$ cat config.mk
export PLATFORM = sky130hd
export DESIGN_NAME = wva_isqrt
export DESIGN_NICKNAME = d
export VERILOG_FILES = /design/src/rtl/wva_pkg.sv /design/src/rtl/wva_isqrt.sv
export SDC_FILE = /design/constraint.sdc
export NUM_CORES = 1
export LEC_CHECK = 0
export BUFFER_PORTS_ARGS = -buffer_cell sky130_fd_sc_hd__buf_2
export CELL_PAD_IN_SITES_DETAIL_PLACEMENT = 1
export CELL_PAD_IN_SITES_GLOBAL_PLACEMENT = 2
export CORE_MARGIN = 2
export CORE_UTILIZATION = 35
export CTS_CLUSTER_DIAMETER = 120
export DETAILED_ROUTE_END_ITERATION = 10
export PLACE_DENSITY = 0.83
export SLEW_MARGIN = 40
export SYNTH_ARGS = -nofsm -noshare
export SYNTH_HDL_FRONTEND = slang
export SYNTH_SLANG_ARGS = --single-unit
$ cat constraint.sdc
create_clock -name clk -period 6.8 [get_ports clk]
set_clock_uncertainty 0.15 [all_clocks]
set_input_delay 0.34 -clock clk [delete_from_list [all_inputs] [get_ports clk]]
set_output_delay 0.34 -clock clk [all_outputs]
set_load 0.05 [all_outputs]
$ cat src/rtl/wva_pkg.sv
// ----------------------------------------------------------------------------
// wva_pkg
// Shared types and constants of the wind vector averager: field widths,
// heading codes, CORDIC arctangent table and the control state type.
// ----------------------------------------------------------------------------
package wva_pkg;

	// window limits
	localparam int MAX_SAMPLES  = 1024;
	localparam int TALLY_W      = $clog2(MAX_SAMPLES + 1);

	// cordic
	localparam int CORDIC_STEPS = 16;
	localparam int ATAN_LEN     = 24;
	localparam int CORDIC_RUN   = (CORDIC_STEPS < ATAN_LEN) ? CORDIC_STEPS : ATAN_LEN;
	localparam int STEP_W       = $clog2(ATAN_LEN);
	localparam int CW           = 36;
	localparam logic signed [CW-1:0] CORDIC_GAIN = 36'sd652032874;
	localparam logic [30:0] TRIG_ONE = 31'h4000_0000;

	localparam logic [31:0] ATAN_TAB [ATAN_LEN] = '{
		32'd536870912, 32'd316933406, 32'd167458907, 32'd85004756, 32'd42667331,
		32'd21354465, 32'd10679838, 32'd5340245, 32'd2670163, 32'd1335087,
		32'd667544, 32'd333772, 32'd166886, 32'd83443, 32'd41722, 32'd20861,
		32'd10430, 32'd5215, 32'd2608, 32'd1304, 32'd652, 32'd326, 32'd163, 32'd81
	};

	// heading codes, 0.01 degree
	localparam logic [15:0] HEAD_NORTH = 16'd0;
	localparam logic [15:0] HEAD_EAST  = 16'd9000;
	localparam logic [15:0] HEAD_SOUTH = 16'd18000;
	localparam logic [15:0] HEAD_WEST  = 16'd27000;
	localparam logic [15:0] HEAD_MOD   = 16'd36000;
	localparam logic [31:0] ANGLE_BIAS = 32'd18000;

	// serial divider
	localparam int DIV_W   = 48;
	localparam int DVS_W   = 17;
	localparam int DCNT_W  = $clog2(DIV_W);

	// serial square root
	localparam int SQ_W    = 48;
	localparam int ROOT_W  = SQ_W / 2;
	localparam int RCNT_W  = $clog2(ROOT_W);

	// accumulator and component widths
	localparam int SUM_W   = 34;
	localparam int COMP_W  = 24;

	typedef enum logic [4:0] {
		ST_IDLE,
		ST_QUAD,
		ST_ANG,
		ST_ROT,
		ST_MUL_E,
		ST_MUL_N,
		ST_ACC,
		ST_MEAN_E_GO,
		ST_MEAN_E,
		ST_MEAN_N_GO,
		ST_MEAN_N,
		ST_SQ_E,
		ST_SQ_N,
		ST_ROOT_GO,
		ST_ROOT,
		ST_HEAD,
		ST_VEC,
		ST_HMUL,
		ST_OUT
	} wva_state_t;

endpackage

$ cat src/rtl/wva_isqrt.sv
// ----------------------------------------------------------------------------
// wva_isqrt
// Digit-by-digit integer square root, rounding down: two radicand bits and
// one root bit per cycle.
// ----------------------------------------------------------------------------
module wva_isqrt (
	input  logic                          clk,
	input  logic                          arst_n,
	input  logic                          start,
	input  logic [wva_pkg::SQ_W-1:0]      radicand,
	output logic                          done,
	output logic [wva_pkg::ROOT_W-1:0]    root
);

	logic                          busy_q;
	logic                          done_q;
	logic [wva_pkg::RCNT_W-1:0]    cnt_q;
	logic [wva_pkg::SQ_W-1:0]      v_q;
	logic [wva_pkg::ROOT_W+2:0]    rem_q;
	logic [wva_pkg::ROOT_W-1:0]    root_q;
	logic [wva_pkg::ROOT_W+2:0]    rem_in;
	logic [wva_pkg::ROOT_W+2:0]    trial;
	logic                          fits;

	// next digit trial
	always_comb begin
		rem_in = {rem_q[wva_pkg::ROOT_W:0], v_q[wva_pkg::SQ_W-1 -: 2]};
		trial  = (wva_pkg::ROOT_W+3)'({root_q, 2'b01});
		fits   = (rem_in >= trial);
	end

	// control
	always_ff @(posedge clk or negedge arst_n) begin
		if (!arst_n) begin
			busy_q <= 1'b0;
			done_q <= 1'b0;
			cnt_q  <= '0;
		end else begin
			done_q <= 1'b0;
			if (start) begin
				busy_q <= 1'b1;
				cnt_q  <= '0;
			end else if (busy_q) begin
				cnt_q <= cnt_q + 1'b1;
				if (cnt_q == wva_pkg::RCNT_W'(wva_pkg::ROOT_W - 1)) begin
					busy_q <= 1'b0;
					done_q <= 1'b1;
				end
			end
		end
	end

	// datapath
	always_ff @(posedge clk) begin
		if (start) begin
			v_q    <= radicand;
			rem_q  <= '0;
			root_q <= '0;
		end else if (busy_q) begin
			v_q    <= {v_q[wva_pkg::SQ_W-3:0], 2'b00};
			rem_q  <= fits ? rem_in - trial : rem_in;
			root_q <= {root_q[wva_pkg::ROOT_W-2:0], fits};
		end
	end

	assign done = done_q;
	assign root = root_q;

endmodule

==> results.txt <==
- Result of the run: completed
- The first detailed-routing pass took 4 iterations.
- Cell types occupying the most area after synthesis: sky130_fd_sc_hd__edfxtp_1 24%, sky130_fd_sc_hd__dfxtp_1 17%, sky130_fd_sc_hd__mux2_2 8.8%, sky130_fd_sc_hd__ha_1 5.7%, sky130_fd_sc_hd__mux2i_1 4.7%
- The die is about 130 um tall.
- Max-cap violations in this run came to 0.
* Routed wire length per instance: roughly 16 um
* Required time worst endpoint: 6.90 ns
- Vias in the first global route: 4602
* Leading register cell type out of synthesis: sky130_fd_sc_hd__dfxtp_1
* Routed WL: 14000 um
* Slowest cell on the critical path: sky130_fd_sc_hd__o21ai_4
- Setup repair after global routing missed its margin: no
- For this run, the slowest stage of the critical path takes ~0.66 ns.
- Fmax: around 310 MHz
- The cell area that synthesis handed to floorplanning was approximately 5900 um2.
- Hold timing on the final database bottoms out at a slack of approximately 0.11 ns.
* Pint: ~0.0016 W
- Static Leak: between 2 and 3 nW
* Worst Setup EP: rem_q[14]$_SDFFE_PP0P_
- The worst register-to-register path begins at root[4]$_SDFFE_PP0P_.
* Maximum clock path buffer count: 2
- Number of H-tree levels: 3
- Depth of the critical timing path with buffers and inverters included: 9
- Across all setup checks in the final design, the least slack found is 3.62 ns.
- The worst pin sits at a relative slew slack of between 40% and 50%.
- After filler insertion, the fill cell instance count of the layout stands at ~1900.
- The worst setup path is launched from a flop.
* Type of the worst setup path: flop to flop
- In this run, CTS created clock tree buffers numbering 9.
- Endpoint of the lowest-slack register-to-register path: rem_q[14]$_SDFFE_PP0P_
* Number of DRC violations after detailed routing: 0
- Adding up every negative setup slack in the final design gives 0 ns.
- Pre-CTS worst setup slack: around 3.6 ns
- After technology mapping, the gate count stands at between 500 and 600.
- The most critical setup path has its startpoint at root[4]$_SDFFE_PP0P_.
- Entering global routing, the biggest net connects ~70 pins.
- Clock tree from TritonCTS: built
- Number of nets with antenna violations after detailed routing: 0
* Dpl hpwl: roughly 9800 um
* Floorplan core area: ~17000 um2
- Vias/cell: about 5.1
- FFs w/ async S/R, synth: just under 7%
* Number of warning messages in the yosys log: 0
* P per Cell Area: about 410 nW/um2
- Post-Syn Area per Cell: approximately 10 um2
- Initial core utilization: 35.8%
* Final cell utilization of the core: about two fifths
* Crit Path Max Fanout: 25
- The floorplan step defined a die boundary enclosing 18000 um2.
- Summing the sequential cell areas from Yosys gives a little over two fifths of the chip area.
* Count of cell types in the netlist: between 60 and 70
- Cell chain of the critical path: inv_1, ha_1, a21o_2, a221o_1, a31oi_2, o21ai_2, o21ai_4, nand2_1, a311oi_1
* Final Slew Violations: 0
- Overflow after GRT: 0
* Logic gate share of total power: roughly half
- The path class of the tightest hold or removal check is input port to flop.
- Total Nets Final: 709
- Per report_power, the sequential group accounts for 29.2% of the total.
* Width of the chip: 134 um
- After layout, the worst path uses a little under half of the clock period.
* Post CTS Setup Buffer Count: 0
- Counting flops and latches in the post-synthesis netlist gives 104.
- The number of failing hold endpoints at the final stage is 0.
* Synth top area share: 24.4%
- The analysis attributes to net switching a power of between 0.001 and 0.0015 W.
- Top Ports: 76
- Gp weighted congestion: approximately 0.80
- Synthesized Nets: 650
- Together, buffers and inverters on the worst path number 1.
* Clock sink count: around 100
- Antenna violations before repair: 0
- IO buf count: between 70 and 80
* VDD IR max: 0.170 mV
* Ranking of synthesized cells by instance count: 69 x sky130_fd_sc_hd__nor2_1, 49 x sky130_fd_sc_hd__dfxtp_1, 48 x sky130_fd_sc_hd__edfxtp_1
- The area growth from synthesis to layout is 14.3%.
* Area used by multi-input combinational logic: around 3000 um2
* Share of final-layout standard cells stronger than drive strength 1: 27.0%
* Post-route minimum period: roughly 3.2 ns
* Worst reg2reg setup slack: approximately 3.6 ns
* Number of setup violations in the final report: 0
* Count leader, synth: sky130_fd_sc_hd__nor2_1
- Data arrival time of the worst path: about 3.3 ns
- Net switching is 41.5% of the power.
- The repair_antennas step left the layout with diodes totalling 0.
- Root cell of the clock tree: sky130_fd_sc_hd__clkbuf_16
- Global routing consumed, over all layers together, between 15 and 20% of the routing resources.
- Of all cell types, the one taking the most synthesized area is sky130_fd_sc_hd__edfxtp_1.
* Cells on worst reg2reg path: 9
* Insertion delay of the later-clocked pin in the worst-skew pair: ~0.36 ns
- At the pin with the least slew margin, the transition time is around 0.78 ns.
- Kind of cell with the highest combined delay on the critical path: compound AO/OA/AOI/OAI gates
* CP endpoint kind: flop
- Sequential cell area: about 2600 um2
- Number of vias in the routed layout: roughly 4400
* Clock Power Share: slightly below 20%
- First-pass GRT wire length: 23300 um
- The detailed router finished its first iteration with 210 violations.
- Number of enable-type register cells in the synthesized netlist: 48
- Floorplan row count: 47
- After clock tree synthesis, the clock-pin slew on the worst setup and hold paths is around 0.080 ns.
-- cell type report --
| class | count | share of cell area, % |
|---|---|---|
| clock buffer | 9 | 3.33 |
| clock inverter | 7 | 1.31 |
| inverter | 34 | 1.89 |
| multi-input combinational | 404 | 44.9 |
| sequential | 104 | 38.5 |
| tap | 220 | 4.07 |
| timing repair buffer | 78 | 6.02 |
-- registers in the layout, indices dropped and copies added (netlist names) --
register and count:
cnt_q 5, done 1, v_q 48, rem_q 25, busy_q 1, root 24
-- metal layers --
| metal | GRT usage [%] | vias to the layer above | wire length, um |
|---|---|---|---|
| met2 | 27.0 | 50 | 6780 |
| met5 | 0 | - | 0 |
| met1 | 21.0 | 2123 | 6620 |
| met3 | 3.17 | 12 | 404 |
| met4 | 4.61 | 0 | 171 |
| li1 | - | 2188 | - |
-- worst min-delay path by stage --
stage | to | startpoint | slack, ns | cells past startpoint
floorplan | busy_q$_DFF_PN0_ | arst_n | -0.11 | 0
global placement | cnt_q[4]$_DFFE_PN0P_ | arst_n | 0.03 | 1
detailed placement | cnt_q[4]$_DFFE_PN0P_ | arst_n | 0.03 | 1
CTS | v_q[0]$_SDFFCE_PN0P_ | radicand[0] | 0.1 | 2
global route | v_q[7]$_DFFE_PP_ | radicand[7] | 0.12 | 2
finish | v_q[0]$_SDFFCE_PN0P_ | radicand[0] | 0.11 | 2
-- worst register-to-register path: stages (launching register included) --
cell                       delay (ns)
sky130_fd_sc_hd__dfxtp_1         0.38
sky130_fd_sc_hd__inv_1           0.06
sky130_fd_sc_hd__ha_1            0.38
sky130_fd_sc_hd__a21o_2          0.27
sky130_fd_sc_hd__a221o_1         0.31
sky130_fd_sc_hd__a31oi_2         0.27
sky130_fd_sc_hd__o21ai_2         0.15
sky130_fd_sc_hd__o21ai_4         0.66
sky130_fd_sc_hd__nand2_1         0.13
sky130_fd_sc_hd__a311oi_1        0.34
-- layout by cell type (no fill, tap or decap), types with 14 or more instances in the layout --
cell type	instances
sky130_fd_sc_hd__buf_2	74
sky130_fd_sc_hd__a311oi_2	14
sky130_fd_sc_hd__nor2_1	69
sky130_fd_sc_hd__mux2_2	46
sky130_fd_sc_hd__a21oi_1	21
sky130_fd_sc_hd__ha_1	27
sky130_fd_sc_hd__inv_1	34
sky130_fd_sc_hd__edfxtp_1	48
sky130_fd_sc_hd__mux2i_1	28
sky130_fd_sc_hd__nand2_1	47
sky130_fd_sc_hd__dfxtp_1	49
-- through the flow --
step	instances	power [W]	cell area, um2
after floorplan	572	0.00197	5910
after global placement	839	0.00221	6430
after detailed placement	839	0.00224	6430
after CTS	856	0.00280	6750
after global routing	856	0.00297	6760
final	856	0.00277	6760
-- power groups by stage --
stage | Combinational [W] | Clock (W) | Sequential [W]
after floorplan | 0.00115 | 0 | 0.000821
after global placement | 0.00139 | 0 | 0.000820
after detailed placement | 0.00141 | 0 | 0.000824
after CTS | 0.00143 | 0.000559 | 0.000811
after global routing | 0.00157 | 0.000576 | 0.000822
final | 0.00142 | 0.000540 | 0.000809
-- repair_timing --
| action | in CTS | in global routing |
|---|---|---|
| setup endpoints to repair | 0 | 0 |
| endpoints found under the hold margin | 7 | 0 |
| resized for setup | 0 | 0 |
| hold buffers | 1 | 0 |
-- cell families (layout without fill, tap and decap cells) --
family / count (synthesis) / in the layout / share of synthesized area (%)
muxes: 74 / 74 / 13.5
buffers and inverters: 64 / 128 / 4.85
and+or+nand+nor: 172 / 172 / 13.5
AOI/OAI and AO/OA: 110 / 110 / 15.3
DFF: 104 / 104 / 43.9
adders and majority gates: 27 / 27 / 5.71
xor gates and xnor gates: 21 / 21 / 3.24
Power figures use the tool's default switching activity.
