===== config.mk =====
export PLATFORM = sky130hd
export DESIGN_NAME = wva_divider
export DESIGN_NICKNAME = d
export VERILOG_FILES = /design/src/rtl/wva_pkg.sv /design/src/rtl/wva_divider.sv
export SDC_FILE = /design/constraint.sdc
export NUM_CORES = 1
export LEC_CHECK = 0
export BUFFER_PORTS_ARGS = -buffer_cell sky130_fd_sc_hd__buf_2
export CAP_MARGIN = 20
export CORE_AREA = 2 2 132 108
export DETAILED_ROUTE_END_ITERATION = 8
export DIE_AREA = 0 0 134 110
export GPL_TIMING_DRIVEN = 0
export HOLD_SLACK_MARGIN = 0.02
export SKIP_LAST_GASP = 1
export SYNTH_ARGS = -nofsm -noshare
export SYNTH_HDL_FRONTEND = slang
export SYNTH_SLANG_ARGS = --single-unit
export TNS_END_PERCENT = 10

===== constraint.sdc =====
create_clock -name clk -period 3.2 [get_ports clk]
set_input_delay 0.16 -clock clk [delete_from_list [all_inputs] [get_ports clk]]
set_output_delay 0.16 -clock clk [all_outputs]
set_load 0.02 [all_outputs]

===== src/rtl/wva_pkg.sv =====
// ----------------------------------------------------------------------------
// wva_pkg
// Shared types and constants of the wind vector averager: field widths,
// heading codes, CORDIC arctangent table and the control state type.
// ----------------------------------------------------------------------------
package wva_pkg;

	// window limits
	localparam int MAX_SAMPLES  = 1024;
	localparam int TALLY_W      = $clog2(MAX_SAMPLES + 1);

	// cordic
	localparam int CORDIC_STEPS = 16;
	localparam int ATAN_LEN     = 24;
	localparam int CORDIC_RUN   = (CORDIC_STEPS < ATAN_LEN) ? CORDIC_STEPS : ATAN_LEN;
	localparam int STEP_W       = $clog2(ATAN_LEN);
	localparam int CW           = 36;
	localparam logic signed [CW-1:0] CORDIC_GAIN = 36'sd652032874;
	localparam logic [30:0] TRIG_ONE = 31'h4000_0000;

	localparam logic [31:0] ATAN_TAB [ATAN_LEN] = '{
		32'd536870912, 32'd316933406, 32'd167458907, 32'd85004756, 32'd42667331,
		32'd21354465, 32'd10679838, 32'd5340245, 32'd2670163, 32'd1335087,
		32'd667544, 32'd333772, 32'd166886, 32'd83443, 32'd41722, 32'd20861,
		32'd10430, 32'd5215, 32'd2608, 32'd1304, 32'd652, 32'd326, 32'd163, 32'd81
	};

	// heading codes, 0.01 degree
	localparam logic [15:0] HEAD_NORTH = 16'd0;
	localparam logic [15:0] HEAD_EAST  = 16'd9000;
	localparam logic [15:0] HEAD_SOUTH = 16'd18000;
	localparam logic [15:0] HEAD_WEST  = 16'd27000;
	localparam logic [15:0] HEAD_MOD   = 16'd36000;
	localparam logic [31:0] ANGLE_BIAS = 32'd18000;

	// serial divider
	localparam int DIV_W   = 48;
	localparam int DVS_W   = 17;
	localparam int DCNT_W  = $clog2(DIV_W);

	// serial square root
	localparam int SQ_W    = 48;
	localparam int ROOT_W  = SQ_W / 2;
	localparam int RCNT_W  = $clog2(ROOT_W);

	// accumulator and component widths
	localparam int SUM_W   = 34;
	localparam int COMP_W  = 24;

	typedef enum logic [4:0] {
		ST_IDLE,
		ST_QUAD,
		ST_ANG,
		ST_ROT,
		ST_MUL_E,
		ST_MUL_N,
		ST_ACC,
		ST_MEAN_E_GO,
		ST_MEAN_E,
		ST_MEAN_N_GO,
		ST_MEAN_N,
		ST_SQ_E,
		ST_SQ_N,
		ST_ROOT_GO,
		ST_ROOT,
		ST_HEAD,
		ST_VEC,
		ST_HMUL,
		ST_OUT
	} wva_state_t;

endpackage


===== src/rtl/wva_divider.sv =====
// ----------------------------------------------------------------------------
// wva_divider
// Restoring divider, one quotient bit per cycle. The dividend shifts out at
// the top while quotient bits shift in at the bottom of the same register.
// ----------------------------------------------------------------------------
module wva_divider (
	input  logic                           clk,
	input  logic                           arst_n,
	input  logic                           start,
	input  logic [wva_pkg::DIV_W-1:0]      dividend,
	input  logic [wva_pkg::DVS_W-1:0]      divisor,
	output logic                           done,
	output logic [wva_pkg::DIV_W-1:0]      quotient
);

	logic                          busy_q;
	logic                          done_q;
	logic [wva_pkg::DCNT_W-1:0]    cnt_q;
	logic [wva_pkg::DIV_W-1:0]     shf_q;
	logic [wva_pkg::DVS_W-1:0]     rem_q;
	logic [wva_pkg::DVS_W-1:0]     dvs_q;
	logic [wva_pkg::DVS_W:0]       trial;
	logic                          fits;

	// one trial subtraction per cycle
	always_comb begin
		trial = {rem_q, shf_q[wva_pkg::DIV_W-1]};
		fits  = (trial >= {1'b0, dvs_q});
	end

	// control
	always_ff @(posedge clk or negedge arst_n) begin
		if (!arst_n) begin
			busy_q <= 1'b0;
			done_q <= 1'b0;
			cnt_q  <= '0;
		end else begin
			done_q <= 1'b0;
			if (start) begin
				busy_q <= 1'b1;
				cnt_q  <= '0;
			end else if (busy_q) begin
				cnt_q <= cnt_q + 1'b1;
				if (cnt_q == wva_pkg::DCNT_W'(wva_pkg::DIV_W - 1)) begin
					busy_q <= 1'b0;
					done_q <= 1'b1;
				end
			end
		end
	end

	// datapath
	always_ff @(posedge clk) begin
		if (start) begin
			shf_q <= dividend;
			rem_q <= '0;
			dvs_q <= divisor;
		end else if (busy_q) begin
			shf_q <= {shf_q[wva_pkg::DIV_W-2:0], fits};
			rem_q <= fits ? wva_pkg::DVS_W'(trial - {1'b0, dvs_q})
			              : wva_pkg::DVS_W'(trial);
		end
	end

	assign done     = done_q;
	assign quotient = shf_q;

endmodule


==> key figures, run 1 <==
Clocking
  – Post-cts sizing count: 0
  – Clock tree sinks: 90
  – H-tree levels: 3
  – Number of clock buffers inserted by TritonCTS: 9
  – Worst-Skew Late Latency: 0.35 ns
  – # Post-CTS Setup Buffers: 0
  – CTS tree: done
  – Clock buffer depth: 2
  – Root Driver: clkbuf_16
  – Clk slew on worst S/H paths: 0.07 ns

Routing
  – DR vias: 3485
  – Detailed-route wire length: 10.40 mm
  – Drt wl/cell: 14.58 µm
  – DRT iter0 DRCs: 143
  – Vias/cell: 4.888
  – Post-route ant nets: 0
  – DRC Markers: 0
  – Drt pass-1 iters: 4

Logic synthesis
  – Post-synthesis sequential area ratio: 53.81%
  – Area share of the largest cell type after synthesis: 42.14%
  – Most common cell in the netlist: edfxtp_1
  – Syn Inst Count: 382
  – Mapped Nets: 469
  – Async set-reset flop share out of synthesis: 8.889%
  – Yosys warnings: 0
  – Largest area contributor in the netlist: edfxtp_1
  – Yosys cell types: 52
  – Yosys reg bits: 90
  – Synthesized area: 4632 µm²
  – Synth area leaders: edfxtp_1, mux2_2, dfxtp_1, ha_1, dfrtp_1
  – Post-synth top cells: edfxtp_1, mux2_2, nand2_1, nor2_1, inv_1
  – Post-synth EDFFs: 65
  – Syn_area_per_cell: 12.13 µm²
  – Synth Flop Type: edfxtp_1

GRT
  – Overflow after GRT: 0
  – Largest net degree at the start of global routing: 29
  – Initial antenna violation count: 0
  – Tot GR Track Use: 15.01%
  – First-pass GRT wire length: 16.93 mm
  – Vias in the first global route: 3402

Place
  – Routability cong.: 0.8504
  – Port bufs: 116
  – DP Wirelength: 7.693 mm
  – Post-Place Setup Slack: 0.4632 ns
  – Placed Cells: 679

STA
  – Final worst slack: 0.4387 ns
  – Period minus WS final: 2.761 ns
  – Fmax: 0.3622 GHz
  – Clock skew: 0.008249 ns
  – Slew HR: 49.04%
  – RSZ-0062 raised after global routing: no
  – Final setup fails: 0
  – Setup TNS: 0 ns
  – Final Hold Viols: 0
  – Count of pins over their slew limit: 0
  – Worst slew pin tran: 0.7616 ns
  – Fin crit share: 86.29%

Power and ir drop
  – Combinational share of power: 34.0%
  – NetSw: 1.387 mW
  – Share of power burned in registers: 38.2%
  – Switch share: 34.07%
  – Power, Total: 4.071 mW
  – Leakage: 2.523 nW
  – Peak VDD IR: 0.3810 mV
  – Clock power share: 27.8%
  – Internal Power: 2.684 mW
  – P per Cell Area: 683.9 nW/µm²

Layout
  – Non-filler instance count after layout: 713
  – Area Overhead vs Synth: 28.53%
  – ANT cells: 0
  – Share of cells above drive strength 1: 38.27%
  – Final #Nets: 615

Setup path
  – CP endpoint kind: flop
  – Worst setup SP type: flop
  – Highest-delay cell along the critical path: edfxtp_1
  – Crit Path Category: reg2reg
  – Worst Path Required: 3.30 ns
  – Most frequent CP cell: inv_1
  – Crit Path Max Fanout: 10
  – Critical path cell sequence: inv_1, ha_1, inv_1, fa_1, a211oi_2, o21ai_1, o211ai_2, nand2_2, buf_6, mux2_2
  – Max incr delay on CP: 0.45 ns
  – Worst EP arrival: 2.86 ns
  – R2R cell count: 10

Hold path
  – Tightest Hold Check Type: in2reg
  – Worst Hold Path Cells: 2

Floorplanning
  – Die ar.: 14740 µm²
  – Row cnt: 38
  – I/O pins: 117
  – Chip width: 134 µm
  – Die Y: 110 µm
  – Core ar.: 13360 µm²
  – Initial Util: 34.67%

Status
  – Outcome: completed

Run
  – # Max-Cap Violations: 0
final timing paths:
| path | start | end | slack [ns] |
|---|---|---|---|
| max | quotient[47] | quotient[0] | 0.44 |
| min | dividend[18] | quotient[18] | 0.11 |
| max reg2reg | quotient[47] | quotient[0] | 0.44 |
| min reg2reg | rem_q[16] | rem_q[16] | 0.48 |
| max in group asynchronous | arst_n | busy_q | 2.83 |
| min in group asynchronous | arst_n | done | 0.20 |
stage by stage:
stage	hold slack, ns	area, µm²	utilization [%]
after CTS	0.09436	5953	44.56
after global routing	0.09473	5953	44.56
after global placement	0.007901	5438	40.70
after floorplan	-0.1356	4632	-
after detailed placement	0.01469	5458	40.85
final	0.1072	5953	44.56
cell families after synthesis:
family                   after synthesis  synth area share [%]
XOR/XNOR                              14                 2.647
AND/OR/NAND/NOR                       87                 9.346
multiplexers                          54                 12.99
buffers and inverters                 40                 3.782
flip-flops                            90                 53.81
AO/OA/AOI/OAI                         78                 12.13
adder cells (fa/ha/maj)               19                 5.295
worst max-delay path, delay by kind of cell (launching register included):
family | cells | cell delay (ns)
DFF | 1 | 0.45
muxes | 1 | 0.25
adders and majority gates | 2 | 0.59
AOI/OAI and AO/OA | 3 | 0.74
and+or+nand+nor | 1 | 0.15
buffers and inverters | 3 | 0.32
state kept, by name (all words and copies together) (netlist names):
name,flops
quotient,48
busy_q,1
dvs_q,17
rem_q,17
cnt_q,6
done,1
cell type report:
class                           count  area [µm²]
Fill cell                        1260        7407
Sequential cell                    90        2492
Multi-Input combinational cell    252        1964
Timing Repair Buffer              135       780.7
Clock buffer                        9       225.2
Tap cell                          180       225.2
Buffer                             18       92.59
Clock inverter                      7       90.09
Inverter                           22       82.58
cell usage in the layout (no fill, tap or decap), types with 8 or more instances in the layout:
cell type      synthesis  layout
buf_2                  2     118
edfxtp_1              65      65
mux2_2                49      49
nand2_1               26      26
nor2_1                26      26
inv_1                 22      21
a21oi_1               20      20
ha_1                  18      18
dlygate4sd3_1          0      18
dfxtp_1               17      17
clkbuf_1              11      11
o21ai_1                9       9
clkbuf_16              0       9
o21ai_0                8       8
xnor2_1                8       8
dfrtp_1                8       8
power by group through the flow:
| stage | Sequential, mW | Combinational, mW | Clock (mW) |
|---|---|---|---|
| final | 1.56 | 1.38 | 1.13 |
| after global routing | 1.58 | 1.53 | 1.21 |
| after CTS | 1.56 | 1.39 | 1.16 |
| after detailed placement | 1.58 | 1.36 | 0 |
| after global placement | 1.57 | 1.34 | 0 |
| after floorplan | 1.65 | 0.941 | 0 |
layer usage:
metal  wire length (µm)  global-route usage [%]
met1               4688                   18.78
met5                  0                       0
met4                284                   7.067
met3                497                   3.932
met2               4924                   24.54
timing repair:
item                                    CTS  global route
hold endpoints to repair                 25             0
endpoints found under the setup margin    0             0
hold buffers                             18             0
No activity file was read; power rests on OpenSTA's default activity.
==> run 2, diff against run 1 <==
Settings changed: CORE_AREA 2 2 132 108 to 2 2 119 121, DIE_AREA 0 0 134 110 to 0 0 121 123.
==> run 2 against run 1 <==
  * Clock skew decreased by 0.00079 ns
  * Routed wire length rose by 6.5%
  * Setup slack improved by 0.035 ns
  * Die area rose by 0.97%
  * First-iteration DRC count is 2.8% higher
  * Total power fell by 3.3%
  * Sequential share of layout area rose by 0.28 points
  * Utilization is 1.1 points lower
  * Final area shrank 0.67%
  * Combinational power barely moved
==> key figures, run 2 (synthesis results as in run 1) <==
Power and ir drop
  – P per Cell Area: 665.5 nW/µm²
  – Peak VDD IR: 0.3905 mV
  – Power, Total: 3.935 mW
  – Combinational share of power: 34.9%
  – Share of power burned in registers: 39.8%
  – Leakage: 2.507 nW
  – Switch share: 34.28%
  – NetSw: 1.349 mW
  – Internal Power: 2.586 mW
  – Clock power share: 25.3%

Setup path
  – Worst Path Required: 3.31 ns
  – Critical Path End: quotient[0]
  – Crit Path Category: reg2reg
  – Worst R2R Start: quotient[47]
  – R2R cell count: 10
  – Worst EP arrival: 2.83 ns
  – R2r endpoint: quotient[0]
  – Worst setup SP type: flop
  – CP startpoint: quotient[47]
  – Crit Path Max Fanout: 10
  – R2R setup slack: 0.47 ns
  – CP endpoint kind: flop

Routing
  – Post-route ant nets: 0
  – Drt wl/cell: 15.53 µm
  – Detailed-route wire length: 11.07 mm
  – DRT iter0 DRCs: 147
  – Drt pass-1 iters: 4
  – DR vias: 3505
  – Vias/cell: 4.916
  – DRC Markers: 0

Layout
  – ANT cells: 0
  – Max FFs per register: 48
  – Final #Nets: 615
  – Commonest cells after routing, fill and taps aside: buf_2, edfxtp_1, mux2_2, nand2_1, nor2_1
  – Final Cell Area: 5913 µm²
  – Share of cells above drive strength 1: 38.27%
  – Area Overhead vs Synth: 27.66%
  – Fill cell total of the finished layout: 1304
  – Most common cell after layout, fill and taps aside: buf_2
  – Final core utilization: 43.44%

STA
  – Fmax: 0.3669 GHz
  – RSZ-0062 raised after global routing: no
  – Slew HR: 35.74%
  – Final setup fails: 0
  – Period minus WS final: 2.726 ns
  – Clock skew: 0.007460 ns
  – Final Hold Viols: 0
  – Fin Hold WS: 0.1057 ns
  – Count of pins over their slew limit: 0
  – Worst slew pin tran: 0.9603 ns
  – Fin crit share: 85.18%

Clocking
  – H-tree levels: 3
  – CTS tree: done
  – Worst-Skew Late Latency: 0.35 ns
  – Clock buffer depth: 2
  – Post-cts sizing count: 0
  – Number of clock buffers inserted by TritonCTS: 9
  – # Post-CTS Setup Buffers: 0
  – Clk slew on worst S/H paths: 0.07 ns
  – Clock tree sinks: 90
  – Root Driver: clkbuf_16

Floorplanning
  – Die ar.: 14880 µm²
  – Die Y: 123 µm
  – Row cnt: 43
  – Core ar.: 13610 µm²
  – Chip width: 121 µm
  – Initial Util: 34.03%
  – I/O pins: 117

GRT
  – Initial antenna violation count: 0
  – Largest net degree at the start of global routing: 30
  – Overflow after GRT: 0
  – Tot GR Track Use: 15.74%
  – Vias in the first global route: 3622
  – First-pass GRT wire length: 17.99 mm

Status
  – Outcome: completed

Place
  – Dpl cell area: 5458 µm²
  – DP Wirelength: 8.069 mm
  – Routability cong.: 0.8947
  – Port bufs: 116

Hold path
  – Tightest Hold Check Type: in2reg

Run
  – # Max-Cap Violations: 0
run 2: cell types whose count changed in the layout (fill, tap and decap cells not counted):
cell and delta:
clkinv_2 +3, clkinv_4 +1, bufinv_16 -1, inv_8 -3
run 2: critical path, cell delays in order, from the launching register on:
cell	delay [ns]
edfxtp_1	0.42
inv_1	0.08
ha_1	0.16
inv_1	0.05
fa_1	0.44
a211oi_2	0.29
o21ai_1	0.18
o211ai_2	0.29
nand2_2	0.14
buf_6	0.18
mux2_2	0.25
run 2: worst min-delay path by stage:
stage,start,endpoint,slack (ns),cells after the start
after global routing,dividend[27],quotient[27],0.1,2
after floorplan,arst_n,busy_q,-0.14,0
after CTS,dividend[13],quotient[13],0.09,2
after global placement,arst_n,cnt_q[2],0.009,1
after detailed placement,arst_n,cnt_q[5],0.008,1
final,dividend[13],quotient[13],0.11,2
run 2: power by group through the flow:
stage / Sequential, mW / Clock (mW) / Combinational, mW
2_1_floorplan: 1.65 / 0 / 0.941
3_3_place_gp: 1.58 / 0 / 1.33
3_5_place_dp: 1.58 / 0 / 1.35
4_1_cts: 1.57 / 1.03 / 1.38
5_1_grt: 1.59 / 1.07 / 1.54
6_report: 1.57 / 0.995 / 1.37
run 2: routing by layer:
layer	part of all wire [%]	vias to the layer above	global-route usage, %
met5	0	-	0
li1	-	1713	-
met4	1.9	0	6.032
met3	8.0	14	5.950
met2	46	128	24.82
met1	44	1650	19.64
run 2: area by class of cell:
cell class	instances	area, µm²	area share [%]
inverter	22	82.58	1.397
multi-input combinational	252	1964	33.22
sequential	90	2492	42.15
timing repair buffer	135	780.7	13.20
buffer	18	92.59	1.566
tap	180	225.2	3.809
clock inverter	7	50.05	0.8464
clock buffer	9	225.2	3.809
run 2: repair_timing:
action,in CTS,in global routing
setup endpoints to repair,0,0
hold buffers,18,0
hold endpoints to repair,25,0
run 2: through the flow:
step                      std cells  setup TNS, ns  setup WS [ns]
final                           713              0         0.4742
after global routing            713              0         0.2791
after CTS                       713              0         0.4510
after floorplan                 382              0         0.6020
after detailed placement        679              0         0.4802
after global placement          678         -4.967        -0.1048
