--- config.mk ---
export PLATFORM = sky130hd
export DESIGN_NAME = wva_cordic
export DESIGN_NICKNAME = d
export VERILOG_FILES = /design/src/rtl/wva_pkg.sv /design/src/rtl/wva_cordic.sv
export SDC_FILE = /design/constraint.sdc
export NUM_CORES = 1
export LEC_CHECK = 0
export ABC_AREA = 1
export BUFFER_PORTS_ARGS = -buffer_cell sky130_fd_sc_hd__buf_2
export CAP_MARGIN = 15
export CORE_MARGIN = 2
export CORE_UTILIZATION = 35
export CTS_CLUSTER_DIAMETER = 200
export CTS_CLUSTER_SIZE = 40
export DETAILED_ROUTE_END_ITERATION = 16
export SETUP_SLACK_MARGIN = 0.3
export SLEW_MARGIN = 5
export SYNTH_ARGS = -nofsm -noshare
export SYNTH_HDL_FRONTEND = slang
export SYNTH_SLANG_ARGS = --single-unit
--- constraint.sdc ---
create_clock -name clk -period 7.16 [get_ports clk]
set_input_delay 2.148 -clock clk [delete_from_list [all_inputs] [get_ports clk]]
set_output_delay 2.148 -clock clk [all_outputs]
set_load 0.05 [all_outputs]
--- src/rtl/wva_pkg.sv ---
// ----------------------------------------------------------------------------
// wva_pkg
// Shared types and constants of the wind vector averager: field widths,
// heading codes, CORDIC arctangent table and the control state type.
// ----------------------------------------------------------------------------
package wva_pkg;

	// window limits
	localparam int MAX_SAMPLES  = 1024;
	localparam int TALLY_W      = $clog2(MAX_SAMPLES + 1);

	// cordic
	localparam int CORDIC_STEPS = 16;
	localparam int ATAN_LEN     = 24;
	localparam int CORDIC_RUN   = (CORDIC_STEPS < ATAN_LEN) ? CORDIC_STEPS : ATAN_LEN;
	localparam int STEP_W       = $clog2(ATAN_LEN);
	localparam int CW           = 36;
	localparam logic signed [CW-1:0] CORDIC_GAIN = 36'sd652032874;
	localparam logic [30:0] TRIG_ONE = 31'h4000_0000;

	localparam logic [31:0] ATAN_TAB [ATAN_LEN] = '{
		32'd536870912, 32'd316933406, 32'd167458907, 32'd85004756, 32'd42667331,
		32'd21354465, 32'd10679838, 32'd5340245, 32'd2670163, 32'd1335087,
		32'd667544, 32'd333772, 32'd166886, 32'd83443, 32'd41722, 32'd20861,
		32'd10430, 32'd5215, 32'd2608, 32'd1304, 32'd652, 32'd326, 32'd163, 32'd81
	};

	// heading codes, 0.01 degree
	localparam logic [15:0] HEAD_NORTH = 16'd0;
	localparam logic [15:0] HEAD_EAST  = 16'd9000;
	localparam logic [15:0] HEAD_SOUTH = 16'd18000;
	localparam logic [15:0] HEAD_WEST  = 16'd27000;
	localparam logic [15:0] HEAD_MOD   = 16'd36000;
	localparam logic [31:0] ANGLE_BIAS = 32'd18000;

	// serial divider
	localparam int DIV_W   = 48;
	localparam int DVS_W   = 17;
	localparam int DCNT_W  = $clog2(DIV_W);

	// serial square root
	localparam int SQ_W    = 48;
	localparam int ROOT_W  = SQ_W / 2;
	localparam int RCNT_W  = $clog2(ROOT_W);

	// accumulator and component widths
	localparam int SUM_W   = 34;
	localparam int COMP_W  = 24;

	typedef enum logic [4:0] {
		ST_IDLE,
		ST_QUAD,
		ST_ANG,
		ST_ROT,
		ST_MUL_E,
		ST_MUL_N,
		ST_ACC,
		ST_MEAN_E_GO,
		ST_MEAN_E,
		ST_MEAN_N_GO,
		ST_MEAN_N,
		ST_SQ_E,
		ST_SQ_N,
		ST_ROOT_GO,
		ST_ROOT,
		ST_HEAD,
		ST_VEC,
		ST_HMUL,
		ST_OUT
	} wva_state_t;

endpackage

--- src/rtl/wva_cordic.sv ---
// ----------------------------------------------------------------------------
// wva_cordic
// Iterative CORDIC, one micro-rotation per cycle, shared between rotation
// mode (sine and cosine of a heading) and vectoring mode (angle of a vector).
// ----------------------------------------------------------------------------
module wva_cordic (
	input  logic                              clk,
	input  logic                              arst_n,
	input  logic                              start,
	input  logic                              vectoring,
	input  logic signed [wva_pkg::CW-1:0]     x0,
	input  logic signed [wva_pkg::CW-1:0]     y0,
	input  logic signed [wva_pkg::CW-1:0]     z0,
	output logic                              done,
	output logic signed [wva_pkg::CW-1:0]     x,
	output logic signed [wva_pkg::CW-1:0]     y,
	output logic signed [wva_pkg::CW-1:0]     z
);

	logic                            busy_q;
	logic                            done_q;
	logic                            vec_q;
	logic [wva_pkg::STEP_W-1:0]      idx_q;
	logic signed [wva_pkg::CW-1:0]   x_q;
	logic signed [wva_pkg::CW-1:0]   y_q;
	logic signed [wva_pkg::CW-1:0]   z_q;
	logic signed [wva_pkg::CW-1:0]   dx;
	logic signed [wva_pkg::CW-1:0]   dy;
	logic signed [wva_pkg::CW-1:0]   ang;
	logic                            down;

	// micro-rotation terms
	always_comb begin
		dx   = y_q >>> idx_q;
		dy   = x_q >>> idx_q;
		ang  = $signed({4'b0, wva_pkg::ATAN_TAB[idx_q]});
		down = vec_q ? y_q[wva_pkg::CW-1] : !z_q[wva_pkg::CW-1];
	end

	// control
	always_ff @(posedge clk or negedge arst_n) begin
		if (!arst_n) begin
			busy_q <= 1'b0;
			done_q <= 1'b0;
			idx_q  <= '0;
		end else begin
			done_q <= 1'b0;
			if (start) begin
				busy_q <= 1'b1;
				idx_q  <= '0;
			end else if (busy_q) begin
				idx_q <= idx_q + 1'b1;
				if (idx_q == wva_pkg::STEP_W'(wva_pkg::CORDIC_RUN - 1)) begin
					busy_q <= 1'b0;
					done_q <= 1'b1;
				end
			end
		end
	end

	// datapath
	always_ff @(posedge clk) begin
		if (start) begin
			x_q   <= x0;
			y_q   <= y0;
			z_q   <= z0;
			vec_q <= vectoring;
		end else if (busy_q) begin
			if (down) begin
				x_q <= x_q - dx;
				y_q <= y_q + dy;
				z_q <= z_q - ang;
			end else begin
				x_q <= x_q + dx;
				y_q <= y_q - dy;
				z_q <= z_q + ang;
			end
		end
	end

	assign done = done_q;
	assign x    = x_q;
	assign y    = y_q;
	assign z    = z_q;

endmodule

==> results of run 1 <==
==> kinds of logic (layout without fill, tap and decap cells) <==
kind of cell | Yosys count | in the layout | synth area share
xor gates and xnor gates | 115 | 115 | 0.0550
DFF | 116 | 116 | 0.188
and+or+nand+nor | 1889 | 1889 | 0.454
AOI/OAI and AO/OA | 419 | 419 | 0.131
adders and majority gates | 121 | 121 | 0.0839
buffers and inverters | 388 | 550 | 0.0875
==> registers in the layout, summed over array words and instances (netlist names) <==
register,count
x,36
y,36
z,36
idx_q,5
busy_q,1
done,1
vec_q,1
==> placed cells by master (no fill, tap or decap), drive strengths merged, types with 42 or more instances in the layout <==
master and instances:
nand3 470, xor2 73, inv 274, a31oi 42, ha 118, o21ai 152
a21oi 142, nor2 231, or2 66, buf 245, xnor2 42, nand2 1060
edfxtp 109
==> metrics by stage <==
stage	setup WS, ns	hold slack (ns)	std cells	util	cell area, um2
after floorplan	1.56	0.535	3048	-	18300
after global placement	1.26	0.587	3856	0.386	19900
after detailed placement	1.22	0.597	3856	0.386	19900
after CTS	1.18	0.614	3888	0.397	20500
after global routing	0.652	0.648	3890	0.398	20500
final	1.17	0.613	3890	0.398	20500
==> area by class of cell <==
type                    count  area, um2  area share
repair buffers            245       1330      0.0649
clock inverters            15        158     0.00769
flip-flops and latches    116       3450       0.168
multi-input cells        2544      13300       0.647
inverters                 273       1020      0.0500
clock buffers              17        425      0.0207
well taps                 680        851      0.0415
==> synth_stat cells, drive strengths merged (3+ instances only) <==
| master | instances |
|---|---|
| a21boi | 7 |
| a21o | 23 |
| a21oi | 142 |
| a31oi | 42 |
| buf | 76 |
| clkbuf | 39 |
| clkinv | 3 |
| dfrtp | 7 |
| edfxtp | 109 |
| fa | 3 |
| ha | 118 |
| inv | 270 |
| nand2 | 1060 |
| nand3 | 470 |
| nand3b | 9 |
| nand4 | 23 |
| nor2 | 231 |
| nor3 | 18 |
| nor4 | 8 |
| o2111ai | 6 |
| o211ai | 11 |
| o21a | 3 |
| o21ai | 152 |
| o21bai | 6 |
| o221ai | 9 |
| o22ai | 7 |
| o31ai | 8 |
| or2 | 66 |
| xnor2 | 42 |
| xor2 | 73 |
==> per-layer routing <==
layer	vias up	global-route usage	share of wire
met3	113	0.0370	0.060
met4	0	0.103	0.035
met2	758	0.384	0.43
li1	10400	-	-
met5	-	0	0
met1	9325	0.353	0.47
==> final timing paths <==
path,startpoint,to,slack [ns],depth (start not counted)
hold reg to reg,busy_q,done,0.61,2
max in group asynchronous,arst_n,idx_q[2],5.47,1
setup / recovery,idx_q[1],x[35],1.17,31
min in group asynchronous,arst_n,idx_q[1],1.49,1
hold / removal,busy_q,done,0.61,2
setup reg to reg,idx_q[1],x[35],1.17,31
==> critical path: cells and delay by family, from the launching register on <==
family	cells	cell delay (ns)
and+or+nand+nor	16	2.51
adders and majority gates	2	0.51
buffers and inverters	8	1.15
DFF	1	0.55
xor gates and xnor gates	1	0.09
AOI/OAI and AO/OA	4	0.91
==> qor.json, run 1 <==
{
  "register_bit_count_reported_by_yosys": {"value": 116},
  "netlist.area_leader.share": {"value": 0.208},
  "cts.htree.levels": {"value": 4},
  "syn-num-nets": {"value": 3281},
  "cell_repeated_most_along_the_worst_path": {"value": "sky130_fd_sc_hd__nand2_1"},
  "post_synth_instance_area": {"value": 18300, "unit": "um2"},
  "yosys_most_used_dff": {"value": "sky130_fd_sc_hd__edfxtp_1"},
  "post-synth-top-area-cell": {"value": "sky130_fd_sc_hd__nand2_1"},
  "final-setup-viol-count": {"value": 0},
  "maxSlewHeadroom": {"value": 0.340},
  "cts_repair_resize_count": {"value": 0},
  "share_of_layout_cells_above_drive_strength_1": {"value": 0.149},
  "yosysUniqueCellTypes": {"value": 56},
  "total_die_area": {"value": 54200, "unit": "um2"},
  "remaining_drc_errors": {"value": 0},
  "synth_warnings": {"value": 0},
  "hold_viol_final": {"value": 0},
  "via_count": {"value": 20600},
  "port-buffer-count": {"value": 220},
  "setup.worst_path.class": {"value": "flop to flop"},
  "cts-buffers-inserted": {"value": 17},
  "final_antenna_net_count": {"value": 0},
  "post_cts_buffers": {"value": 0},
  "die_y": {"value": 233, "unit": "um"},
  "sum_of_overflow_across_all_layers_after_global_routing": {"value": 0},
  "tritoncts_clock_tree": {"value": "built"},
  "path_clk_slew": {"value": 0.07, "unit": "ns"},
  "period_needed": {"value": 5.99, "unit": "ns"},
  "timing.hold.worst.class": {"value": "flop to flop"},
  "max_freq": {"value": 0.167, "unit": "GHz"},
  "drt-vias-per-instance": {"value": 5.31},
  "core_area": {"value": 51500, "unit": "um2"},
  "worst_slew_pin_slew": {"value": 0.990, "unit": "ns"},
  "detail_route.first_pass.iterations": {"value": 7},
  "synth_seq_area_share": {"value": 0.188},
  "grt_pass1_wl": {"value": 106000, "unit": "um"},
  "timing.critical_path.fanout_max": {"value": 34},
  "worst-endpoint-arrival": {"value": 6.24, "unit": "ns"},
  "place.detailed.hpwl": {"value": 55600, "unit": "um"},
  "grt_max_degree": {"value": 81},
  "critical_path.startpoint_type": {"value": "flop"},
  "grt_setup_unrepaired": {"value": "false"},
  "total_negative_slack_for_setup_checks": {"value": 0, "unit": "ns"},
  "critPathCaptureType": {"value": "flop"},
  "ctsHoldBuffers": {"value": 0},
  "timing.final.crit_share": {"value": 0.837},
  "worst_skew_late_latency": {"value": 0.50, "unit": "ns"},
  "required": {"value": 7.41, "unit": "ns"},
  "finalWeightedCongestion": {"value": 0.991},
  "clk_root_buf": {"value": "sky130_fd_sc_hd__clkbuf_16"},
  "ctsLongestPathBuffers": {"value": 2},
  "grt_pass1_vias": {"value": 18800},
  "maxSlewViolCount": {"value": 0},
  "synth-edff-count": {"value": 109},
  "avgSynthCellArea": {"value": 6.01, "unit": "um2"},
  "critical_path.slowest_cell": {"value": "sky130_fd_sc_hd__nor4b_1"},
  "initial_core_util": {"value": 0.355},
  "largest_incremental_delay_on_the_critical_path": {"value": 0.61, "unit": "ns"},
  "fillers": {"value": 5788},
  "die_w": {"value": 233, "unit": "um"},
  "design.portCount": {"value": 221},
  "final_nets": {"value": 3430},
  "max_cap_viol_count": {"value": 0},
  "routedWlPerCell": {"value": 17.7, "unit": "um"},
  "grt_util_all_layers": {"value": 0.252},
  "synth_cells": {"value": 3048},
  "cts.sink_count": {"value": 116},
  "status": {"value": "finished, final reports clean"},
  "core.rowCount": {"value": 83},
  "final.setup_skew": {"value": 0.0130, "unit": "ns"},
  "synth-async-reset-ratio": {"value": 0.0603},
  "antenna_found_initial": {"value": 0},
  "drt_iter0_drc": {"value": 2055},
  "diodes": {"value": 0},
  "area_growth": {"value": 12.0, "unit": "%"},
  "totalWireLength": {"value": 68900, "unit": "um"},
  "synth_top_cells_by_area": {"value": "sky130_fd_sc_hd__nand2_1, sky130_fd_sc_hd__edfxtp_1, sky130_fd_sc_hd__nand3_1"}
}
Power of run 1 is not shown: default switching activity piles up to over one toggle a cycle in this logic, so the estimate is an artifact.
==> run 2: changes to the inputs <==
==> constraint.sdc (replaced) <==
create_clock -name clk -period 5.9 [get_ports clk]
set_input_delay 1.77 -clock clk [delete_from_list [all_inputs] [get_ports clk]]
set_output_delay 1.77 -clock clk [all_outputs]
set_load 0.05 [all_outputs]
==> qor.json, run 2 (synthesis results as in run 1) <==
{
  "status": {"value": "finished, final reports clean"},
  "max_freq": {"value": 0.193, "unit": "GHz"},
  "cts.htree.levels": {"value": 4},
  "worst_skew_late_latency": {"value": 0.49, "unit": "ns"},
  "timing.hold.worst.class": {"value": "flop to flop"},
  "clk_root_buf": {"value": "sky130_fd_sc_hd__clkbuf_16"},
  "final.setup_skew": {"value": 0.0135, "unit": "ns"},
  "core.rowCount": {"value": 83},
  "max_cap_viol_count": {"value": 0},
  "grt_setup_unrepaired": {"value": "true"},
  "critical_path.slowest_cell": {"value": "sky130_fd_sc_hd__dfrtp_2"},
  "grt_max_degree": {"value": 81},
  "via_count": {"value": 20900},
  "drt_iter0_drc": {"value": 1972},
  "die_w": {"value": 233, "unit": "um"},
  "critical_path.startpoint_type": {"value": "flop"},
  "worst-endpoint-arrival": {"value": 5.42, "unit": "ns"},
  "finalWeightedCongestion": {"value": 0.995},
  "worst_slew_pin_slew": {"value": 0.717, "unit": "ns"},
  "critPathCaptureType": {"value": "flop"},
  "dp_slack": {"value": 0.611, "unit": "ns"},
  "antenna_found_initial": {"value": 0},
  "ctsLongestPathBuffers": {"value": 2},
  "sum_of_overflow_across_all_layers_after_global_routing": {"value": 0},
  "remaining_drc_errors": {"value": 0},
  "maxSlewHeadroom": {"value": 0.521},
  "most_common_cell_after_layout_fill_and_taps_aside": {"value": "sky130_fd_sc_hd__nand2_1"},
  "setup.worst_path.class": {"value": "flop to flop"},
  "hold_viol_final": {"value": 0},
  "routedWlPerCell": {"value": 17.9, "unit": "um"},
  "die_y": {"value": 233, "unit": "um"},
  "period_needed": {"value": 5.19, "unit": "ns"},
  "cts.sink_count": {"value": 116},
  "initial_core_util": {"value": 0.355},
  "cts-buffers-inserted": {"value": 17},
  "grt_pass1_vias": {"value": 18900},
  "maxSlewViolCount": {"value": 0},
  "grt_pass1_wl": {"value": 106000, "unit": "um"},
  "finalCoreUtilization": {"value": 0.401},
  "place.detailed.hpwl": {"value": 56400, "unit": "um"},
  "tritoncts_clock_tree": {"value": "built"},
  "grt_util_all_layers": {"value": 0.253},
  "path_clk_slew": {"value": 0.06, "unit": "ns"},
  "totalWireLength": {"value": 69900, "unit": "um"},
  "final_nets": {"value": 3439},
  "total_negative_slack_for_setup_checks": {"value": 0, "unit": "ns"},
  "diodes": {"value": 0},
  "ctsHoldBuffers": {"value": 0},
  "total_die_area": {"value": 54200, "unit": "um2"},
  "area_growth": {"value": 12.9, "unit": "%"},
  "detail_route.first_pass.iterations": {"value": 5},
  "final-setup-viol-count": {"value": 0},
  "port-buffer-count": {"value": 220},
  "timing.final.crit_share": {"value": 0.879},
  "final_antenna_net_count": {"value": 0},
  "final_worst_slack": {"value": 0.712, "unit": "ns"},
  "core_area": {"value": 51500, "unit": "um2"},
  "largest_incremental_delay_on_the_critical_path": {"value": 0.43, "unit": "ns"},
  "most-common-layout-cells": {"value": "sky130_fd_sc_hd__nand2_1, sky130_fd_sc_hd__nand3_1, sky130_fd_sc_hd__inv_1"},
  "design.portCount": {"value": 221},
  "drt-vias-per-instance": {"value": 5.35},
  "share_of_layout_cells_above_drive_strength_1": {"value": 0.152},
  "required": {"value": 6.14, "unit": "ns"},
  "timing.critical_path.fanout_max": {"value": 39}
}
==> run 2: path summary, 6_finish.rpt <==
path | start | to | slack (ns) | cells past startpoint
max in group asynchronous | arst_n | idx_q[1] | 4.58 | 1
min reg2reg | busy_q | done | 0.61 | 2
max | idx_q[0] | z[35] | 0.71 | 28
min in group asynchronous | arst_n | done | 1.12 | 1
min | busy_q | done | 0.61 | 2
max reg2reg | idx_q[0] | z[35] | 0.71 | 28
==> run 2: layer usage <==
layer | track usage | part of all wire | wire, um
met5 | 0 | 0 | 0
met4 | 0.0816 | 0.025 | 1780
met3 | 0.0414 | 0.072 | 5060
met2 | 0.398 | 0.44 | 31100
met1 | 0.352 | 0.46 | 32000
==> run 2: repair_timing <==
| action | CTS | global route |
|---|---|---|
| buffers inserted | 0 | 1 |
| gates resized for setup | 0 | 11 |
| setup endpoints to repair | 0 | 25 |
==> run 2: area by class of cell <==
class                           count  area, um2
Tap cell                          680        851
Timing Repair Buffer              254       1470
Inverter                          273       1030
Clock inverter                     15        159
Sequential cell                   116       3450
Clock buffer                       17        425
Fill cell                        5810      30800
Multi-Input combinational cell   2544      13300
==> run 2: stage by stage <==
stage	cells	area [um2]	hold slack (ns)
3_3_place_gp	3865	20000	0.613
5_1_grt	3899	20700	0.640
2_1_floorplan	3048	18300	0.535
6_report	3899	20700	0.614
4_1_cts	3897	20600	0.619
3_5_place_dp	3865	20000	0.613
==> run 2: worst max-delay path, delay by kind of cell, from the launching register on <==
family                     cells  cell delay [ns]
xor gates and xnor gates       1             0.18
and+or+nand+nor               13             1.93
AOI/OAI and AO/OA              5             0.83
buffers and inverters          6             0.73
adders and majority gates      3             0.84
DFF                            1             0.43
Power of run 2 is left out for the same reason.
==> run 3: changes to the inputs <==
--- a/config.mk
+++ b/config.mk
@@ -8,11 +8,14 @@
 export ABC_AREA = 1
 export BUFFER_PORTS_ARGS = -buffer_cell sky130_fd_sc_hd__buf_2
 export CAP_MARGIN = 15
+export CELL_PAD_IN_SITES_DETAIL_PLACEMENT = 0
+export CELL_PAD_IN_SITES_GLOBAL_PLACEMENT = 2
 export CORE_MARGIN = 2
-export CORE_UTILIZATION = 35
+export CORE_UTILIZATION = 32
 export CTS_CLUSTER_DIAMETER = 200
 export CTS_CLUSTER_SIZE = 40
 export DETAILED_ROUTE_END_ITERATION = 16
+export PLACE_DENSITY_LB_ADDON = 0.1
 export SETUP_SLACK_MARGIN = 0.3
 export SLEW_MARGIN = 5
 export SYNTH_ARGS = -nofsm -noshare
==> qor.json, run 3 (synthesis results as in run 1) <==
{
  "worst_skew_late_latency": {"value": 0.50, "unit": "ns"},
  "path_clk_slew": {"value": 0.07, "unit": "ns"},
  "core_area": {"value": 56500, "unit": "um2"},
  "sum_of_overflow_across_all_layers_after_global_routing": {"value": 0},
  "cts.htree.levels": {"value": 4},
  "clk_root_buf": {"value": "sky130_fd_sc_hd__clkbuf_16"},
  "status": {"value": "finished, final reports clean"},
  "timing.hold.worst.class": {"value": "flop to flop"},
  "worst-endpoint-arrival": {"value": 5.51, "unit": "ns"},
  "detail_route.first_pass.iterations": {"value": 7},
  "final_antenna_net_count": {"value": 0},
  "total_die_area": {"value": 59100, "unit": "um2"},
  "totalWireLength": {"value": 84600, "unit": "um"},
  "port-buffer-count": {"value": 220},
  "required": {"value": 6.13, "unit": "ns"},
  "grt_pass1_wl": {"value": 126000, "unit": "um"},
  "fillers": {"value": 6456},
  "hold_viol_final": {"value": 0},
  "die_w": {"value": 243, "unit": "um"},
  "critPathCaptureType": {"value": "flop"},
  "drt_iter0_drc": {"value": 1631},
  "ctsLongestPathBuffers": {"value": 2},
  "largest_incremental_delay_on_the_critical_path": {"value": 0.47, "unit": "ns"},
  "timing.reg2reg.worst_path_depth": {"value": 30},
  "antenna_found_initial": {"value": 0},
  "worst_slew_pin_slew": {"value": 0.800, "unit": "ns"},
  "die_y": {"value": 243, "unit": "um"},
  "remaining_drc_errors": {"value": 0},
  "diodes": {"value": 0},
  "share_of_layout_cells_above_drive_strength_1": {"value": 0.155},
  "origin_of_the_critical_flop_to_flop_path": {"value": "idx_q[1]"},
  "max_freq": {"value": 0.190, "unit": "GHz"},
  "final_worst_slack": {"value": 0.624, "unit": "ns"},
  "core.rowCount": {"value": 87},
  "critical_path.slowest_cell": {"value": "sky130_fd_sc_hd__dfrtp_2"},
  "r2r_end": {"value": "x[28]"},
  "finalWeightedCongestion": {"value": 0.947},
  "grt_setup_unrepaired": {"value": "true"},
  "grt_util_all_layers": {"value": 0.281},
  "design.portCount": {"value": 221},
  "max_cap_viol_count": {"value": 0},
  "period_needed": {"value": 5.28, "unit": "ns"},
  "final.setup_skew": {"value": 0.0178, "unit": "ns"},
  "maxSlewHeadroom": {"value": 0.466},
  "place.detailed.hpwl": {"value": 69200, "unit": "um"},
  "final_nets": {"value": 3442},
  "worst_setup_path_startpoint": {"value": "idx_q[1]"},
  "setup.worst_path.class": {"value": "flop to flop"},
  "final-setup-viol-count": {"value": 0},
  "initial_core_util": {"value": 0.324},
  "cts.sink_count": {"value": 116},
  "timing.final.crit_share": {"value": 0.894},
  "crit_path_end": {"value": "x[28]"},
  "cts-buffers-inserted": {"value": 17},
  "rrSetupSlack": {"value": 0.62, "unit": "ns"},
  "total_negative_slack_for_setup_checks": {"value": 0, "unit": "ns"},
  "timing.critical_path.fanout_max": {"value": 38},
  "drt-vias-per-instance": {"value": 5.29},
  "dp_slack": {"value": 0.237, "unit": "ns"},
  "grt_pass1_vias": {"value": 20000},
  "maxSlewViolCount": {"value": 0},
  "cell_repeated_most_along_the_worst_path": {"value": "sky130_fd_sc_hd__nand2_1"},
  "ctsHoldBuffers": {"value": 0},
  "min_path_cells": {"value": 2},
  "most-common-layout-cells": {"value": "sky130_fd_sc_hd__nand2_1, sky130_fd_sc_hd__nand3_1, sky130_fd_sc_hd__inv_1"},
  "tritoncts_clock_tree": {"value": "built"},
  "grt_max_degree": {"value": 86},
  "critical_path.startpoint_type": {"value": "flop"},
  "most_common_cell_after_layout_fill_and_taps_aside": {"value": "sky130_fd_sc_hd__nand2_1"},
  "area_growth": {"value": 13.8, "unit": "%"},
  "routedWlPerCell": {"value": 21.3, "unit": "um"},
  "via_count": {"value": 21000}
}
run 3: changes by cell type in the layout (fill, tap and decap cells not counted), moves of 2 or more:
cell                         delta
sky130_fd_sc_hd__inv_8          +2
sky130_fd_sc_hd__nor2_2         +3
sky130_fd_sc_hd__clkinvlp_4     -5
sky130_fd_sc_hd__buf_4          +2
sky130_fd_sc_hd__clkinv_4       +3
sky130_fd_sc_hd__a31oi_1        -2
sky130_fd_sc_hd__nor4_1         -2
sky130_fd_sc_hd__a31oi_2        +2
sky130_fd_sc_hd__nor2_1         -3
sky130_fd_sc_hd__clkinv_2       -2
sky130_fd_sc_hd__buf_12         +2
run 3: how the worst min path moves through the flow:
stage,start,end
floorplan,busy_q,done
global placement,busy_q,done
detailed placement,busy_q,done
CTS,busy_q,done
global route,busy_q,done
finish,busy_q,done
run 3: worst max-delay path: cells and delay by family (launching register included):
family,cells,cell delay (ns)
buffers and inverters,6,0.86
flip-flops,1,0.47
AND/OR/NAND/NOR,17,2.32
XOR/XNOR,1,0.22
AO/OA/AOI/OAI,4,0.64
adder cells (fa/ha/maj),2,0.47
run 3: cell type report:
class / count / area, um2 / share of cell area
multi-input combinational: 2544 / 13300 / 0.640
tap: 756 / 946 / 0.0454
inverter: 273 / 1030 / 0.0493
timing repair buffer: 257 / 1480 / 0.0712
clock buffer: 17 / 425 / 0.0204
clock inverter: 15 / 173 / 0.00829
sequential: 116 / 3450 / 0.166
run 3: routing by layer:
metal | routed length (um) | vias up | GRT usage | share of wire
li1 | - | 10500 | - | -
met1 | 39800 | 9902 | 0.393 | 0.47
met2 | 38600 | 571 | 0.453 | 0.46
met3 | 4360 | 76 | 0.0355 | 0.052
met4 | 1740 | 0 | 0.0740 | 0.021
met5 | 0 | - | 0 | 0
run 3: per-stage QoR:
step                instances  utilization  instance area (um2)  hold WS (ns)
floorplan                3048            -                18300         0.535
global placement         3944        0.357                20100         0.669
detailed placement       3944        0.357                20100         0.650
CTS                      3976        0.367                20700         0.665
global route             3978        0.369                20800         0.703
finish                   3978        0.369                20800         0.651
run 3: what timing repair did:
item / in CTS / in global routing
buffers inserted: 0 / 2
endpoints found under the hold margin: 0 / 0
setup endpoints to repair: 2 / 27
pin swaps: 0 / 2
resized for setup: 1 / 19
Power of run 3 is left out for the same reason.
